===== src/rtl/core/npms_pkg.sv =====
// ----------------------------------------------------------------------------
// npms_pkg: shared types and constants of the nearest point search
// Table geometry, field widths, status codes, request record and the
// state type of the scan engine.
// ----------------------------------------------------------------------------
package npms_pkg;

  localparam int TABLE_DEPTH = 8192;
  localparam int IDX_W       = $clog2(TABLE_DEPTH);
  localparam int CNT_W       = $clog2(TABLE_DEPTH + 1);

  localparam int ID_W   = 31;
  localparam int LAT_W  = 25;
  localparam int LON_W  = 26;
  localparam int DIST_W = 26;
  localparam int SUM_W  = 28;

  localparam logic [DIST_W-1:0] DIST_MAX = {DIST_W{1'b1}};

  localparam int QUEUE_DEPTH = 2;
  localparam int QPTR_W      = $clog2(QUEUE_DEPTH);

  localparam logic [1:0] STATUS_OK    = 2'd0;
  localparam logic [1:0] STATUS_FULL  = 2'd1;
  localparam logic [1:0] STATUS_EMPTY = 2'd2;

  typedef enum logic {
    OP_LOAD  = 1'b0,
    OP_QUERY = 1'b1
  } op_t;

  typedef struct packed {
    op_t                    op;
    logic [ID_W-1:0]        vid;
    logic signed [LAT_W-1:0] lat;
    logic signed [LON_W-1:0] lon;
  } req_t;

  typedef enum logic [1:0] {
    BK_IDLE,
    BK_SCAN,
    BK_FINISH
  } bk_state_t;

endpackage


===== src/rtl/core/npms_queue.sv =====
// ----------------------------------------------------------------------------
// npms_queue: short request queue
// A two-entry FIFO that decouples request intake from the scan engine.
// ----------------------------------------------------------------------------
module npms_queue (
  input  logic           clk,
  input  logic           rst_n,
  input  logic           push_valid,
  input  npms_pkg::req_t push_req,
  output logic           push_ready,
  output logic           pop_valid,
  output npms_pkg::req_t pop_req,
  input  logic           pop_ready
);

  localparam int QCNT_W = $clog2(npms_pkg::QUEUE_DEPTH + 1);

  npms_pkg::req_t                slot_r [npms_pkg::QUEUE_DEPTH];
  logic [npms_pkg::QPTR_W-1:0]   wr_ptr_r;
  logic [npms_pkg::QPTR_W-1:0]   wr_ptr_nxt;
  logic [npms_pkg::QPTR_W-1:0]   rd_ptr_r;
  logic [npms_pkg::QPTR_W-1:0]   rd_ptr_nxt;
  logic [QCNT_W-1:0]             cnt_r;
  logic [QCNT_W-1:0]             cnt_nxt;
  logic                          do_push;
  logic                          do_pop;

  assign push_ready = (cnt_r != QCNT_W'(npms_pkg::QUEUE_DEPTH));
  assign pop_valid  = (cnt_r != '0);
  assign pop_req    = slot_r[rd_ptr_r];
  assign do_push    = push_valid && push_ready;
  assign do_pop     = pop_valid && pop_ready;

  always_comb begin
    wr_ptr_nxt = wr_ptr_r;
    rd_ptr_nxt = rd_ptr_r;
    cnt_nxt    = cnt_r;
    if (do_push) begin
      wr_ptr_nxt = (wr_ptr_r == npms_pkg::QPTR_W'(npms_pkg::QUEUE_DEPTH - 1)) ?
                   '0 : wr_ptr_r + 1'b1;
    end
    if (do_pop) begin
      rd_ptr_nxt = (rd_ptr_r == npms_pkg::QPTR_W'(npms_pkg::QUEUE_DEPTH - 1)) ?
                   '0 : rd_ptr_r + 1'b1;
    end
    if (do_push && !do_pop) begin
      cnt_nxt = cnt_r + 1'b1;
    end else if (do_pop && !do_push) begin
      cnt_nxt = cnt_r - 1'b1;
    end
  end

  always_ff @(posedge clk) begin
    if (!rst_n) begin
      wr_ptr_r <= '0;
      rd_ptr_r <= '0;
      cnt_r    <= '0;
    end else begin
      wr_ptr_r <= wr_ptr_nxt;
      rd_ptr_r <= rd_ptr_nxt;
      cnt_r    <= cnt_nxt;
    end
  end

  always_ff @(posedge clk) begin
    if (do_push) begin
      slot_r[wr_ptr_r] <= push_req;
    end
  end

endmodule


===== config.mk =====
export PLATFORM = sky130hd
export DESIGN_NAME = npms_queue
export DESIGN_NICKNAME = d
export VERILOG_FILES = /design/src/rtl/core/npms_pkg.sv /design/src/rtl/core/npms_queue.sv
export SDC_FILE = /design/constraint.sdc
export NUM_CORES = 1
export LEC_CHECK = 0
export BUFFER_PORTS_ARGS = -buffer_cell sky130_fd_sc_hd__buf_4
export CORE_UTILIZATION = 56
export DETAILED_ROUTE_END_ITERATION = 8
export PLACE_DENSITY = 0.85
export SLEW_MARGIN = 15
export SYNTH_ARGS = -nofsm -noshare
export SYNTH_HDL_FRONTEND = slang
export SYNTH_SLANG_ARGS = --single-unit

===== constraint.sdc =====
create_clock -name clk -period 7.05 [get_ports clk]
set_clock_uncertainty 0.05 [all_clocks]
set_input_delay 0 -clock clk [delete_from_list [all_inputs] [get_ports clk]]
set_output_delay 0 -clock clk [all_outputs]
set_load 0.02 [all_outputs]

Yosys cells after proc, flatten, opt, wreduce, memory -nomap -nowiden
Memory sizes are Yosys's and may differ from the RTL's. A register that Yosys moved wholly into a read port is not among the register bits.
Cells that the tools add are included.
- register bits: 4
- latch bits: 0
- memory bits (writable): 166
- memory bits (read-only): 0
- word-level logic and storage cells: 25
- memories kept: 1
- memories (name ; depth ; width ; rd ports ; clocked after memory_dff ; write ports ; line ; source):
    slot_r ; 2 ; 83 ; 1 ; 1 ; 1 ; npms_queue.sv:18 ; npms_pkg::req_t slot_r [npms_pkg::QUEUE_DEPTH];
- $add $sub $neg: 4
- multipliers: 0
- div/mod/pow operators: 0
- order comparisons: 0
- equality and inequality tests: 1
- shifts and indexed selects: 0
- multiplexer cells: 8
- bitwise logic cells: 0
- reduce and logical (&&, ||, !) cells: 8
- operator list (kind ; count):
    $mux 1 ; 6
    $logic_and 1x1->1 ; 4
    $mux 2 ; 2
    $reduce_bool 2->1 ; 2
    $add 1x1->1 const B ; 2
    $add 2x1->2 const B ; 1
    $logic_not 1->1 ; 2
    $ne 2x2->1 const B ; 1
    $sub 2x1->2 const B ; 1

Depth between registers and ports, before layout
- depth in word-level cells: 6
- depth in mapped cells: 6

Worst setup path after synthesis
No wires, ideal clock.
- path kind: register -> register
- start point: register cnt_r[0]
- end point: memory slot_r[1][0] (netlist name) (enable)
- library setup time: 0.451 ns
- arrival: 2.586 ns
- data required time: 6.549 ns
- path slack: 3.963 ns
- stages on the path, launching flop included: 3
- path through: dfxtp_1 nand2b_4 and3_1
- cells in the longest elaborated chain, start to end: 4
- RTL lines (item ; line ; source):
    from (decl) ; npms_queue.sv:23 ; logic [QCNT_W-1:0] cnt_r;
    from (signal assigned) ; npms_queue.sv:61 ; cnt_r <= cnt_nxt;
    $ne 2x2->1 ; npms_queue.sv:28 ; assign push_ready = (cnt_r != QCNT_W'(npms_pkg::QUEUE_DEPTH));
    via push_ready ; npms_queue.sv:10 ; output logic push_ready,
    $logic_and 1x1->1 ; npms_queue.sv:31 ; assign do_push = push_valid && push_ready;
    $mux 1 ; npms_queue.sv:66 ; if (do_push) begin
    $mux 1 (not written as such) ; npms_queue.sv:67 ; slot_r[wr_ptr_r] <= push_req;
    to (decl) ; npms_queue.sv:18 ;
The timed path passes the listed nets, and every way through them passes these cells.

==> summary.md <==
| Metric | Value |
|---|---|
| Root Driver | clkbuf_8 |
| Dpl ws | 4.94 ns |
| Worst skew pair latency | 0.52 ns |
| Critical Path Fanout Max | 83 |
| Multi-input gate area | 1080 um^2 |
| PortBufs | 171 |
| Post-synth ARST share | 0% |
| Initial antenna violation count | 0 |
| Post-synthesis mux area share | 15.0% |
| DR pass1 iterations | 5 |
| Fmax | 0.435 GHz |
| Largest net degree at the start of global routing | 84 |
| Via total after detailed routing | 3568 |
| Area grow syn2layout | 45.2% |
| Top-count cell post-synth | edfxtp_1 |
| CP cell instances | mux2_2 -> buf_4 |
| Boundary Pins | 172 |
| Post-Syn Nets | 370 |
| Die ar. | 11500 um^2 |
| Die W | 107 um |
| Post-layout minimum cycle time | 2.30 ns |
| Fin crit share | 32.6% |
| Reg2Reg Setup Slack | 4.90 ns |
| Hold Fails Final Rpt | 0 |
| GP Congestion | 0.704 |
| FP Rows | 38 |
| Initial core utilization | 57.4% |
| R2R Path End | slot_r[0][23] |
| Setup crit end | pop_req[29] |
| DP Wirelength | 6850 um |
| Layout cells sized above 1 | 51.9% |
| Htree depth | 4 |
| CTS max path bufs | 2 |
| Crit path depth | 2 |
| Grt ovf | 0 |
| CP bufs+invs | 1 |
| Final Max Tran Viols | 0 |
| WP data required | 7.00 ns |
| CP Launch Type | flop |
| Synth Area in XOR/XNOR | 0.422% |
| Max-cap violation count | 0 |
| Outcome | finished clean |
| Remaining antenna violation count | 0 |
| Crit path DAT | 2.25 ns |
| Origin of the critical flop-to-flop path | cnt_r[0] |
| EDFF count, synth | 166 |
| Synth Register Bits | 171 |
| CP max stage cell | dfxtp_4 |
| CTS tree | yes |
| Worst-margin pin slew | 1.14 ns |
| Final nets | 638 |
| Worst r2r path cells | 4 |
| Top cell family by delay on the critical path | flip-flops |
| Max IR drop VDD | 0.256 mV |
| Cell area after synthesis | 6220 um^2 |
| Starting DRT DRC Count | 164 |
| Ranking of synthesized cells by area | edfxtp_1 80%, mux2_2 15%, dfxtp_1 1.6% |
| Area leader, netlist | edfxtp_1 |
| LEAKAGE | 3.40 nW |
| Power density of the placed cells | 340 nW/um^2 |
| Vias in the first global route | 3766 |
| Crit-path max cell delay | 1.10 ns |
| # setup viols final | 0 |
| Post-Syn Instances | 282 |
| Top_reg_cell synth | edfxtp_1 |
| Slew Limit Headroom | 24.1% |
| Cts bufs inserted | 17 |
| Post_cts resized | 0 |
| RSZ-0062 raised after global routing | no |
| Remaining routing DRC violations | 0 |
| Worst hold path type | in2reg |
| Clock Sink Count | 171 |
| Yosys top cell area share | 80.1% |
| Post-route setup TNS | 0 ns |
| Global-route wire length before repair | 18700 um |
| Clk slew on worst S/H paths | 0.06 ns |
| Register area share after synthesis | 81.7% |
| Via/cell ratio | 5.07 |
| Largest family of logic cells by synthesized area | multiplexers |
| Fill count | 515 |
| Post-route worst setup slack | 4.75 ns |
| Wire length per cell | 18.2 um |
| Library cells used by synthesis | 20 |
| WL final | 12800 um |
| Die Y | 107 um |
| Most frequent cells after synthesis | 166 x edfxtp_1, 83 x mux2_2, 7 x buf_4 |
| Sequential cell area | 5090 um^2 |
| YS warnings | 0 |
| Total track usage | 22.7% |
| Core footprint | 10800 um^2 |
| Compound-Gate Fraction of Synth Area | 0.563% |
| Adder-cell share of the synthesized area | 0.201% |
| Synthesized area per cell | 22.1 um^2 |
| CP Class | reg2out |
| Crit. End Element | output pin |
| Post-Synth Simple-Gate Area | 1.05% |
state kept, by name, indices dropped and copies added (netlist names), named ones only:
| name | flops |
|---|---|
| slot_r | 166 |
| rd_ptr_r | 1 |
| cnt_r | 2 |
| wr_ptr_r | 1 |
layer usage:
layer | share of wire (%) | track usage (%) | vias up
li1 | - | - | 1649
met1 | 38 | 25.2 | 1756
met2 | 54 | 40.8 | 143
met3 | 6.7 | 7.02 | 20
met4 | 1.6 | 8.90 | 0
met5 | 0 | 0 | -
cell type report:
| cell class | instances | share of cell area [%] |
|---|---|---|
| antenna | 1 | 0.0277 |
| sequential | 171 | 56.3 |
| tap | 140 | 1.94 |
| inverter | 1 | 0.0554 |
| clock buffer | 17 | 4.58 |
| timing repair buffer | 258 | 23.8 |
| clock inverter | 15 | 1.38 |
| multi-input combinational | 101 | 11.9 |
worst register-to-register path: stages (launching register included):
cell and delay, ns:
dfxtp_1 0.43, nand2b_4 0.19, nand3b_1 0.13, clkinv_2 0.06, buf_4 0.82
cells by family (layout without fill, tap and decap cells):
group                    after synthesis  in the layout
AO/OA/AOI/OAI                          5              5
XOR/XNOR                               3              3
adder cells (fa/ha/maj)                1              1
buffers and inverters                 10            291
flip-flops                           171            171
multiplexers                          83             83
other                                  0              1
AND/OR/NAND/NOR                        9              9
timing repair:
item	CTS	global route
hold buffers	86	0
hold endpoints to repair	171	0
setup buffers	0	0
cell usage in the layout, fill, tap and decap left out, types with 2 or more instances in the layout:
master,n
clkbuf_16,16
edfxtp_1,166
mux2_2,83
clkinv_4,2
dfxtp_1,4
dlygate4sd3_1,86
and2_1,4
buf_4,172
xnor2_1,2
inv_6,3
clkinv_2,6
clkinvlp_4,3
power by group:
group	leakage (nW)	switching (mW)	internal (mW)
logic	1.55	0.428	0.433
registers	1.59	0.102	1.27
clock network	0.262	0.370	0.467
total	3.40	0.900	2.17
how the worst min path moves through the flow:
stage	depth (start not counted)	end	start	slack (ns)
2_1_floorplan	0	slot_r[0][0]	push_req[0]	0.05
3_3_place_gp	1	slot_r[0][70]	push_req[70]	0.13
3_5_place_dp	1	slot_r[0][4]	push_req[4]	0.14
4_1_cts	2	slot_r[1][7]	push_req[7]	0.13
5_1_grt	2	slot_r[0][72]	push_req[72]	0.14
6_report	2	slot_r[0][7]	push_req[7]	0.16
stage by stage:
| stage | util [%] | hold WS [ns] | total power [mW] | area, um^2 | std cells |
|---|---|---|---|---|---|
| detailed placement | 70.5 | 0.138 | 2.21 | 7640 | 585 |
| floorplan | - | 0.0489 | 1.87 | 6220 | 282 |
| CTS | 83.4 | 0.133 | 3.08 | 9040 | 703 |
| global route | 83.4 | 0.136 | 3.20 | 9040 | 703 |
| global placement | 70.5 | 0.135 | 2.19 | 7640 | 585 |
| finish | 83.4 | 0.158 | 3.07 | 9040 | 704 |
(Power assumes the default switching activity.)
