### config.mk
export PLATFORM = sky130hd
export DESIGN_NAME = npms_front
export DESIGN_NICKNAME = d
export VERILOG_FILES = /design/src/rtl/core/npms_pkg.sv /design/src/rtl/core/npms_front.sv
export SDC_FILE = /design/constraint.sdc
export NUM_CORES = 1
export LEC_CHECK = 0
export ABC_AREA = 1
export BUFFER_PORTS_ARGS = -buffer_cell sky130_fd_sc_hd__buf_2
export CAP_MARGIN = 10
export CORE_MARGIN = 5
export CORE_UTILIZATION = 44
export DETAILED_ROUTE_END_ITERATION = 8
export GPL_TIMING_DRIVEN = 0
export PLACE_DENSITY = 0.84
export SLEW_MARGIN = 30
export SYNTH_ARGS = -nofsm -noshare
export SYNTH_HDL_FRONTEND = slang
export SYNTH_SLANG_ARGS = --single-unit
### constraint.sdc
create_clock -name clk -period 8.9 [get_ports clk]
set_input_delay 0.89 -clock clk [delete_from_list [all_inputs] [get_ports clk]]
set_output_delay 0.89 -clock clk [all_outputs]
set_load 0.005 [all_outputs]
### src/rtl/core/npms_pkg.sv
// ----------------------------------------------------------------------------
// npms_pkg: shared types and constants of the nearest point search
// Table geometry, field widths, status codes, request record and the
// state type of the scan engine.
// ----------------------------------------------------------------------------
package npms_pkg;

  localparam int TABLE_DEPTH = 8192;
  localparam int IDX_W       = $clog2(TABLE_DEPTH);
  localparam int CNT_W       = $clog2(TABLE_DEPTH + 1);

  localparam int ID_W   = 31;
  localparam int LAT_W  = 25;
  localparam int LON_W  = 26;
  localparam int DIST_W = 26;
  localparam int SUM_W  = 28;

  localparam logic [DIST_W-1:0] DIST_MAX = {DIST_W{1'b1}};

  localparam int QUEUE_DEPTH = 2;
  localparam int QPTR_W      = $clog2(QUEUE_DEPTH);

  localparam logic [1:0] STATUS_OK    = 2'd0;
  localparam logic [1:0] STATUS_FULL  = 2'd1;
  localparam logic [1:0] STATUS_EMPTY = 2'd2;

  typedef enum logic {
    OP_LOAD  = 1'b0,
    OP_QUERY = 1'b1
  } op_t;

  typedef struct packed {
    op_t                    op;
    logic [ID_W-1:0]        vid;
    logic signed [LAT_W-1:0] lat;
    logic signed [LON_W-1:0] lon;
  } req_t;

  typedef enum logic [1:0] {
    BK_IDLE,
    BK_SCAN,
    BK_FINISH
  } bk_state_t;

endpackage

### src/rtl/core/npms_front.sv
// ----------------------------------------------------------------------------
// npms_front: request intake
// Takes requests from the input channel, decodes the kind into an
// operation and holds one request until the queue takes it.
// ----------------------------------------------------------------------------
module npms_front (
  input  logic                             clk,
  input  logic                             rst_n,
  input  logic                             in_valid,
  output logic                             in_stall,
  input  logic                             in_kind,
  input  logic [npms_pkg::ID_W-1:0]        in_vertex_id,
  input  logic signed [npms_pkg::LAT_W-1:0] in_point_lat,
  input  logic signed [npms_pkg::LON_W-1:0] in_point_lon,
  output logic                             req_valid,
  output npms_pkg::req_t                   req,
  input  logic                             req_ready
);

  logic           hold_r;
  logic           hold_nxt;
  npms_pkg::req_t req_r;
  logic           take;

  assign in_stall  = hold_r && !req_ready;
  assign take      = in_valid && !in_stall;
  assign req_valid = hold_r;
  assign req       = req_r;

  always_comb begin
    hold_nxt = hold_r;
    if (take) begin
      hold_nxt = 1'b1;
    end else if (hold_r && req_ready) begin
      hold_nxt = 1'b0;
    end
  end

  always_ff @(posedge clk) begin
    if (!rst_n) begin
      hold_r <= 1'b0;
    end else begin
      hold_r <= hold_nxt;
    end
  end

  always_ff @(posedge clk) begin
    if (take) begin
      req_r.op  <= in_kind ? npms_pkg::OP_QUERY : npms_pkg::OP_LOAD;
      req_r.vid <= in_vertex_id;
      req_r.lat <= in_point_lat;
      req_r.lon <= in_point_lon;
    end
  end

endmodule

**Yosys cells after proc, flatten, opt, wreduce, memory -nomap -nowiden**

Cells that the tools add are included.

- Register bits after elaboration: 84
- Output and inout port bits: 85

- Muxes and demuxes: 3
- Reduce and logical (&&, ||, !) cells: 6

Operator list:

| operator | count |
|---|---|
| 1-bit logical AND | 3 |
| 1-bit two-way mux | 3 |
| 1-bit zero test | 2 |
| 2-bit nonzero test | 1 |

**Depth between registers and ports, before layout**

Gate-level depths: netlist of run 1.

- Word-level depth: 5
- Gate-level depth with buffers: 4
- Depth with buffers taken out: 4

**Worst setup path after synthesis of run 1**

Ideal clock, no wire load.

- Kind: input-to-reg
- Start: input port req_ready
- End: register req_r (netlist bit req[0]), enable pin
- Setup slack: 3851 ps
- Path buffers: 0
- Library setup time: 527 ps
- Arrival time: 4521 ps
- Stages on the path: 4
- Required time: 8373 ps
- Cells stage by stage: inv_1 nand2_2 inv_2 nor2_1

- Word-level cells in the longest chain between the ends: 4

RTL lines:

| element | line | RTL |
|---|---|---|
| start: declaration | npms_front.sv:17 | `input logic req_ready` |
| 1-bit zero test | npms_front.sv:25 | `assign in_stall = hold_r && !req_ready;` |
| 1-bit logical AND | npms_front.sv:25 |  |
| via in_stall | npms_front.sv:10 | `output logic in_stall,` |
| 1-bit zero test | npms_front.sv:26 | `assign take = in_valid && !in_stall;` |
| 1-bit logical AND | npms_front.sv:26 |  |
| end: declaration | npms_front.sv:22 | `npms_pkg::req_t req_r;` |

The timed path passes the listed nets, and every way through them passes these cells.
A chain may end at the register's enable or synchronous reset.

**Worst setup path after layout of run 1**

- Start: input port req_ready
- End: output port in_stall

- Word-level cells in the longest chain between the ends: 2

RTL lines:

| element | line |
|---|---|
| 1-bit zero test | npms_front.sv:25 |
| 1-bit logical AND | npms_front.sv:25 |
| end: declaration | npms_front.sv:10 |

Every way passes these cells.

==> results of run 1 <==
routing by layer:
metal / vias to the layer above / GRT usage / wire length (um)
met3: 11 / 0.09606 / 804
met2: 95 / 0.3259 / 3604
met1: 753 / 0.1609 / 1901
li1: 730 / - / -
met4: 0 / 0.08777 / 133
met5: - / 0 / 0
sequential cells by signal, indices dropped and copies added, names as in the netlist:
register,cells
req_valid,1
req,83
layout by cell type (no fill, tap or decap), types with 2 or more instances in the layout:
cell	synthesis	final
sky130_fd_sc_hd__buf_2	0	171
sky130_fd_sc_hd__clkinv_4	0	2
sky130_fd_sc_hd__clkbuf_8	0	9
sky130_fd_sc_hd__inv_1	3	3
sky130_fd_sc_hd__edfxtp_1	83	83
sky130_fd_sc_hd__clkinv_1	0	2
sky130_fd_sc_hd__buf_16	0	3
cell type report:
type                       count  area, um2  share of cell area
clock buffer                   9      123.9             0.03286
clock inverter                 7      67.56             0.01792
inverter                       4      15.01            0.003983
multi-input combinational      3      22.52            0.005974
sequential                    84       2512              0.6664
tap                           72      90.09             0.02390
timing repair buffer         174      938.4              0.2489
kinds of logic (layout without fill, tap and decap cells):
group	count (synthesis)	count (layout)	share of synthesized area
simple gates	2	2	0.003937
compound gates	1	1	0.001967
buf+inv	4	194	0.005904
flops	84	84	0.9882
worst reg2reg max path, stage by stage (launching register included):
cell and delay, ns:
sky130_fd_sc_hd__dfxtp_1 0.33, sky130_fd_sc_hd__nand2_2 0.08, sky130_fd_sc_hd__inv_2 0.05, sky130_fd_sc_hd__nor2_4 0.39
sky130_fd_sc_hd__buf_16 0.25, sky130_fd_sc_hd__buf_16 0.20
through the flow:
| stage | cell area [um2] | power (uW) |
|---|---|---|
| after floorplan | 2542 | 490.2 |
| after global placement | 3488 | 532.2 |
| after detailed placement | 3578 | 538.9 |
| after CTS | 3770 | 797.3 |
| after global routing | 3770 | 821.3 |
| final | 3770 | 787.6 |
report_power, final:
part	internal, uW	switching, uW	leakage, uW
clock	128	131	0.0000943
combinational	32.2	29.4	0.000741
sequential	462	5.12	0.000811
total	622	166	0.00165
worst max path at each step:
stage          slack (ns)                end      start  cells past startpoint
4_1_cts              6.68           in_stall  req_ready                      5
3_3_place_gp         2.72  req[43]$_DFFE_PP_  req_ready                      5
3_5_place_dp         6.59  req[43]$_DFFE_PP_  req_ready                      7
5_1_grt              6.63           in_stall  req_ready                      5
2_1_floorplan        3.85   req[0]$_DFFE_PP_  req_ready                      4
6_report             6.68           in_stall  req_ready                      5
==> flow_summary.ini, run 1 <==
[floorplanning]
chipWidth_um = 86.02
die-area_um2 = 7399
design.core.area_um2 = 5574
design.portCount = 172
floorplan.initialDensity = 0.4561
floorplan_die_height_um = 86.02
row_count = 27

[worst_hold_path]
timing.hold.worst_path_depth = 2
timing.hold.worst.class = reg2reg
min_delay_worst_endpoint = req_valid$_SDFFE_PN0P_
hp-start = req_valid$_SDFFE_PN0P_

[final_layout]
fill_cells = 388
post_route_cells_drive_above_1_share = 0.6797
final_cell_count_no_fill = 353
finalCoreUtilization = 0.6763
relative_area_change_from_synthesis_to_final_layout_pct = 48.28
num_antenna_cells = 0
fin_nets = 363

[cts]
cts-resized-gates = 0
cts_buffers = 9
cts_tree = built
clock_insertion_delay_worst_skew_ns = 0.34
clock_sink_count = 84
cts.reportedPaths.clkPinSlew_ns = 0.08
postCtsSetupBuffers = 0
cts-htree-levels = 3
cts.root.buffer_cell = sky130_fd_sc_hd__clkbuf_8
cts-hold-fix-buffers = 0
ctsLongestPathBuffers = 2

[global_routing]
globalRouteOverflowTotal = 0
grt_pass1_vias = 1828
first_pass_grt_wire_length_mm = 9.632
grt_usage = 0.1803
antenna_found_initial = 0
grt_start_max_net_pins = 28

[setup_path]
timing.critical_path.arrival_ns = 1.33
critical-path-top-cell-by-count = sky130_fd_sc_hd__buf_2
critPathMaxFanout = 2
cpPeakStageDelay_ns = 0.13
worstPathBufferInverterCount = 4
rr_endpoint = req[9]$_DFFE_PP_
worstSetupPathType = in2out
setup.reg_to_reg.worst_slack_ns = 7.30
worstPathCellList = buf_2 > inv_1 > nand2_2 > inv_2 > buf_2
rr_worst_depth = 5
path_delay_family = buffers and inverters
worst_ep_required_time_ns = 8.01
critical-path-slowest-cell = sky130_fd_sc_hd__buf_2
crit_path_end_kind = output port
crit_path_start_kind = input port
rr_startpoint = req_valid$_SDFFE_PN0P_

[sta]
final_max_slew_viol_count = 0
layout_min_cycle_time_ns = 2.217
report.final.setup_viol = 0
fin_ws_ns = 6.683
timing.clock.skew_ns = 0.007490
hold_viol = 0
worst-slew-pin-transition_ns = 0.4967
unrepaired_setup_endpoints_after_global_routing = no
final.hold.worst_slack_ns = 0.5210
fmax_ghz = 0.4510
final.setup.tns_ns = 0
relSlewSlack = 0.6681
final.period_utilization = 0.2491

[place]
post-place-ws_ns = 6.592
dp.final_hpwl_mm = 5.106
gp_congestion = 0.7296
post_placement_cell_count = 337
buffer_ports.inserted = 171

[synthesis]
synth_commonest_cells = 83 x sky130_fd_sc_hd__edfxtp_1, 3 x sky130_fd_sc_hd__inv_1
proportion_of_synthesized_chip_area_in_sequential_cells = 0.9882
synth.area.top_cells = sky130_fd_sc_hd__edfxtp_1 98%, sky130_fd_sc_hd__dfxtp_1 0.79%, sky130_fd_sc_hd__inv_1 0.44%
synth-async-reset-ratio = 0
synth-seq-cells = 84
ys.flop_type = sky130_fd_sc_hd__edfxtp_1
post_synth_instance_area_um2 = 2542
yosysMostFrequentCell = sky130_fd_sc_hd__edfxtp_1
netlist.top_cell.by_area = sky130_fd_sc_hd__edfxtp_1
netlist_instances = 91
synth-edff-count = 83
synth_area_per_cell_um2 = 27.94
synth_fp_nets = 178
yosys_warnings = 0
netlist-cell-type-count = 7
synth_largest_type_area_fraction = 0.9803

[detailed_routing]
vias = 1589
drc_errors = 0
drt_first_pass_iters = 4
avg_vias_per_cell = 4.501
drtIter0Drc = 99
routedWlPerCell_um = 18.25
postRouteAntennaNets = 0
totalWireLength_mm = 6.443

[power_and_ir_drop]
power_leakage_uw = 0.001647
max-vdd-ir-drop_mv = 0.1306
power-per-cell-area_nw_per_um2 = 208.9

[job]
drv_cap = 0

[run_status]
outcome = completed
No activity file was read; power rests on OpenSTA's default activity.
==> inputs of run 2 (changes only) <==
- CORE_UTILIZATION: 44 -> 41
- PLACE_DENSITY: 0.84 -> 0.79
- clock period: 8.9 -> 2.33 ns (I/O delays scaled with it)
==> run 2 against run 1 <==
Against the previous run: non-clock buffer count unchanged; global-route usage decreased by 2.1 points; setup slack got worse by 6.0 ns; sequential power increased to 3.8 times the previous value; die area increased by 6.4%; utilization decreased by 3.8 points; critical path type is now reg2reg; largest power group unchanged.
==> flow_summary.ini, run 2 (synthesized netlist as in run 1, its figures left out) <==
[run_status]
outcome = completed

[final_layout]
fin_nets = 363
post_route_cells_drive_above_1_share = 0.6833
final_cell_mix = 171 x sky130_fd_sc_hd__buf_2, 83 x sky130_fd_sc_hd__edfxtp_1, 9 x sky130_fd_sc_hd__clkbuf_8
total_area_of_multi_input_combinational_cells_um2 = 22.52
final_cell_count_no_fill = 357
regArea_um2 = 2512
largest_register_ff_count = 83
fill_cells = 442
final_common_cell = sky130_fd_sc_hd__buf_2
finalCoreUtilization = 0.6383
relative_area_change_from_synthesis_to_final_layout_pct = 50.39

[floorplanning]
design.core.area_um2 = 5991
floorplan.initialDensity = 0.4244
die-area_um2 = 7876
design.portCount = 172
row_count = 28
chipWidth_um = 88.75
floorplan_die_height_um = 88.75

[detailed_routing]
totalWireLength_mm = 6.156
drtIter0Drc = 61
vias = 1566
postRouteAntennaNets = 0
drt_first_pass_iters = 4
routedWlPerCell_um = 17.24
avg_vias_per_cell = 4.387
drc_errors = 0

[setup_path]
crit_path_end_kind = flip-flop
timing.critical_path.arrival_ns = 1.71
worstSetupPathType = reg2reg
worstPathCellList = nand2_2 > inv_2 > nor2_4 > buf_16 > buf_16
path_delay_family = simple AND/OR/NAND/NOR gates
worst_ep_required_time_ns = 2.38
worstPathBufferInverterCount = 3
critical-path-slowest-cell = sky130_fd_sc_hd__nor2_4
critical-path-top-cell-by-count = sky130_fd_sc_hd__buf_16
crit_path_start_kind = flip-flop
critPathMaxFanout = 22
cpPeakStageDelay_ns = 0.49

[sta]
unrepaired_setup_endpoints_after_global_routing = no
final.setup.tns_ns = 0
final.hold.worst_slack_ns = 0.05369
fmax_ghz = 0.6031
relSlewSlack = 0.5734
layout_min_cycle_time_ns = 1.658
timing.clock.skew_ns = 0.007911
worst-slew-pin-transition_ns = 0.6384
hold_viol = 0
report.final.setup_viol = 0
final_max_slew_viol_count = 0
final.period_utilization = 0.7116

[cts]
clock_insertion_delay_worst_skew_ns = 0.35
cts_buffers = 9
cts-htree-levels = 3
cts-resized-gates = 0
cts-hold-fix-buffers = 0
cts.reportedPaths.clkPinSlew_ns = 0.08
postCtsSetupBuffers = 0
cts.root.buffer_cell = sky130_fd_sc_hd__clkbuf_8
cts_tree = built
ctsLongestPathBuffers = 2
clock_sink_count = 84

[power_and_ir_drop]
share_of_total_power_in_combinational_logic = 0.072
pwr-share-seq = 0.556
switching_power_uw = 619.3
clock_power_share = 0.373
power-per-cell-area_nw_per_um2 = 840.4
switch_share = 0.1927
intPower_uw = 2594
post-layout-total-power_uw = 3214
power_leakage_uw = 0.001670
max-vdd-ir-drop_mv = 0.5288

[place]
post_placement_cell_count = 340
buffer_ports.inserted = 171
gp_congestion = 0.7150
dp.final_hpwl_mm = 4.663

[global_routing]
grt_usage = 0.1595
grt_pass1_vias = 1697
antenna_found_initial = 0
globalRouteOverflowTotal = 0
grt_start_max_net_pins = 26
first_pass_grt_wire_length_mm = 8.790

[job]
drv_cap = 0

[worst_hold_path]
timing.hold.worst.class = in2reg
==> run 2: changes by cell type in the layout (fill, tap and decap cells not counted), sizes merged <==
cell    before  now
bufinv       1    3
clkinv       5    3
diode        0    1
==> run 2: metrics by stage <==
stage               setup slack [ns]  instance area [um2]
floorplan                     0.2634                 2550
global placement             -0.1171                 3500
detailed placement            0.6360                 3582
CTS                           0.6525                 3821
global route                  0.5621                 3821
finish                        0.6720                 3824
==> run 2: worst register-to-register path: stages, from the launching register on <==
cell and delay, ns:
sky130_fd_sc_hd__dfxtp_1 0.32, sky130_fd_sc_hd__nand2_2 0.08, sky130_fd_sc_hd__inv_2 0.05, sky130_fd_sc_hd__nor2_4 0.49, sky130_fd_sc_hd__buf_16 0.24, sky130_fd_sc_hd__buf_16 0.18
==> run 2: layer usage <==
layer / routed length, um / up-vias / track usage
li1: - / 731 / -
met1: 1891 / 723 / 0.1542
met2: 3228 / 100 / 0.2611
met3: 924 / 12 / 0.1089
met4: 111 / 0 / 0.07280
met5: 0 / - / 0
==> run 2: final cells by class <==
cell class / instances / area share
sequential: 84 / 0.6571
timing repair buffer: 174 / 0.2454
clock buffer: 9 / 0.03240
clock inverter: 7 / 0.03010
tap: 75 / 0.02454
multi-input combinational: 3 / 0.005890
inverter: 4 / 0.003927
antenna: 1 / 0.0006544
==> run 2: power groups by stage <==
stage | sequential (uW) | combinational (uW) | clock [uW]
6_report | 1790 | 230 | 1200
5_1_grt | 1790 | 253 | 1330
4_1_cts | 1790 | 236 | 1230
3_5_place_dp | 1820 | 234 | 0
3_3_place_gp | 1820 | 207 | 0
2_1_floorplan | 1840 | 30.6 | 0
==> run 2: final timing paths <==
path / startpoint / to / slack, ns / cells after the start
setup / recovery: req_valid$_SDFFE_PN0P_ / req[26]$_DFFE_PP_ / 0.67 / 5
hold / removal: in_point_lon[17] / req[17]$_DFFE_PP_ / 0.05 / 1
setup reg to reg: req_valid$_SDFFE_PN0P_ / req[26]$_DFFE_PP_ / 0.67 / 5
hold reg to reg: req_valid$_SDFFE_PN0P_ / req_valid$_SDFFE_PN0P_ / 0.49 / 2
==> inputs of run 3 (changes only) <==
- clock period: 2.33 -> 1.55 ns (I/O delays scaled with it)
==> run 3 against run 2 <==
Against the previous run: critical path depth unchanged; register-to-register slack got worse by 0.45 ns; via count increased by 27%; sequential share of layout area decreased by 12 points; die area unchanged; clock skew increased by 0.0052 ns; sequential power increased by 50%; first-iteration DRC count increased by 43%; cell area increased by 22%; final cell count increased by 24%; critical endpoint is now req[0]$_DFFE_PP_; largest cell class unchanged; highest routed layer unchanged.
==> flow_summary.ini, run 3 (synthesized netlist as in run 1, its figures left out) <==
[place]
detailed_place.area_um2 = 3583
gp_congestion = 0.6860
dp.final_hpwl_mm = 4.845
buffer_ports.inserted = 171
post_placement_cell_count = 340

[cts]
cts-htree-levels = 3
ctsLongestPathBuffers = 2
clock_insertion_delay_worst_skew_ns = 0.34
cts_buffers = 9
cts.reportedPaths.clkPinSlew_ns = 0.09
cts.root.buffer_cell = sky130_fd_sc_hd__clkbuf_8
clock_sink_count = 84
cts_tree = built

[floorplanning]
chipWidth_um = 88.75
design.core.area_um2 = 5991
floorplan_die_height_um = 88.75
floorplan.initialDensity = 0.4244
row_count = 28
die-area_um2 = 7876
design.portCount = 172

[final_layout]
final_cell_mix = 171 x sky130_fd_sc_hd__buf_2, 83 x sky130_fd_sc_hd__dlygate4sd3_1, 83 x sky130_fd_sc_hd__edfxtp_1
largest_register_ff_count = 83
total_area_of_multi_input_combinational_cells_um2 = 22.52
relative_area_change_from_synthesis_to_final_layout_pct = 83.07
fill_cells = 334
num_antenna_cells = 0
layout.cell_area.non_filler_um2 = 4654
post_route_cells_drive_above_1_share = 0.5355
regArea_um2 = 2514
fin_nets = 448
final_cell_count_no_fill = 441
final_common_cell = sky130_fd_sc_hd__buf_2

[sta]
unrepaired_setup_endpoints_after_global_routing = no
fmax_ghz = 0.7504
final_max_slew_viol_count = 0
relSlewSlack = 0.8920
final.setup.tns_ns = 0
timing.clock.skew_ns = 0.01311
final.hold.worst_slack_ns = 0.02002
report.final.setup_viol = 0
final.period_utilization = 0.8598
hold_viol = 0
worst-slew-pin-transition_ns = 0.1617
layout_min_cycle_time_ns = 1.333

[power_and_ir_drop]
power_leakage_uw = 0.002014
max-vdd-ir-drop_mv = 0.8799
power-per-cell-area_nw_per_um2 = 1057
post-layout-total-power_uw = 4918

[setup_path]
rr_startpoint = req_valid$_SDFFE_PN0P_
timing.critical_path.arrival_ns = 1.37
crit_path_end_kind = flip-flop
critical_path.startpoint = req_valid$_SDFFE_PN0P_
critPathMaxFanout = 27
crit_path_start_kind = flip-flop
worst_ep_required_time_ns = 1.59
worstSetupPathType = reg2reg

[detailed_routing]
drt_first_pass_iters = 4
vias = 1981
postRouteAntennaNets = 0
routedWlPerCell_um = 17.63
drc_errors = 0
totalWireLength_mm = 7.773
drtIter0Drc = 87
avg_vias_per_cell = 4.492

[global_routing]
grt_busiest_layer = met2
grt_pass1_vias = 2149
gr-usage-met1 = 0.2173
grt_usage = 0.2046
grt_start_max_net_pins = 28
globalRouteOverflowTotal = 0
use_met3 = 0.07635
antenna_found_initial = 0
first_pass_grt_wire_length_mm = 11.34
met2_track_demand_over_resource_in_global_routing = 0.3583

[worst_hold_path]
timing.hold.worst.class = in2reg
hp-start = rst_n

[run_status]
outcome = completed

[job]
drv_cap = 0
## run 3: per-layer routing
layer | up-vias | share of wire | routed length (um)
li1 | 899 | - | -
met1 | 946 | 0.33 | 2584
met2 | 124 | 0.54 | 4166
met3 | 12 | 0.11 | 873
met4 | 0 | 0.019 | 148
met5 | - | 0 | 0
## run 3: power by group
group / internal, uW / switching [uW] / total, uW
Sequential: 2650 / 34.5 / 2690
Combinational: 326 / 209 / 535
Clock: 948 / 748 / 1700
## run 3: worst paths after layout
| check | depth (start not counted) | end | slack (ns) |
|---|---|---|---|
| hold reg to reg | 2 | req_valid$_SDFFE_PN0P_ | 0.50 |
| hold / removal | 3 | req_valid$_SDFFE_PN0P_ | 0.02 |
| setup / recovery | 5 | req[0]$_DFFE_PP_ | 0.22 |
| setup reg to reg | 5 | req[0]$_DFFE_PP_ | 0.22 |
## run 3: worst max-delay path, cell delays in order (launching register included)
cell,delay [ns]
sky130_fd_sc_hd__dfxtp_2,0.33
sky130_fd_sc_hd__nand2_2,0.08
sky130_fd_sc_hd__inv_2,0.05
sky130_fd_sc_hd__nor2_4,0.17
sky130_fd_sc_hd__buf_16,0.19
sky130_fd_sc_hd__buf_16,0.19
## run 3: what timing repair did
item,4_1_cts,5_1_grt
hold buffers,83,0
endpoints found under the hold margin,83,0
buffers inserted,0,2
endpoints found under the setup margin,0,27
resized for setup,0,0
## run 3: cell type report
type	instances	area share
Sequential cell	84	0.5401
Timing Repair Buffer	259	0.3833
Multi-Input combinational cell	3	0.004839
Tap cell	75	0.02016
Clock buffer	10	0.02957
Inverter	4	0.003226
Clock inverter	6	0.01882
## run 3: stage by stage
| stage | setup WS (ns) | util |
|---|---|---|
| 2_1_floorplan | -0.5115 | - |
| 3_3_place_gp | -0.8546 | 0.5844 |
| 3_5_place_dp | 0.02263 | 0.5982 |
| 4_1_cts | 0.001915 | 0.7744 |
| 5_1_grt | 0.1745 | 0.7769 |
| 6_report | 0.2173 | 0.7769 |
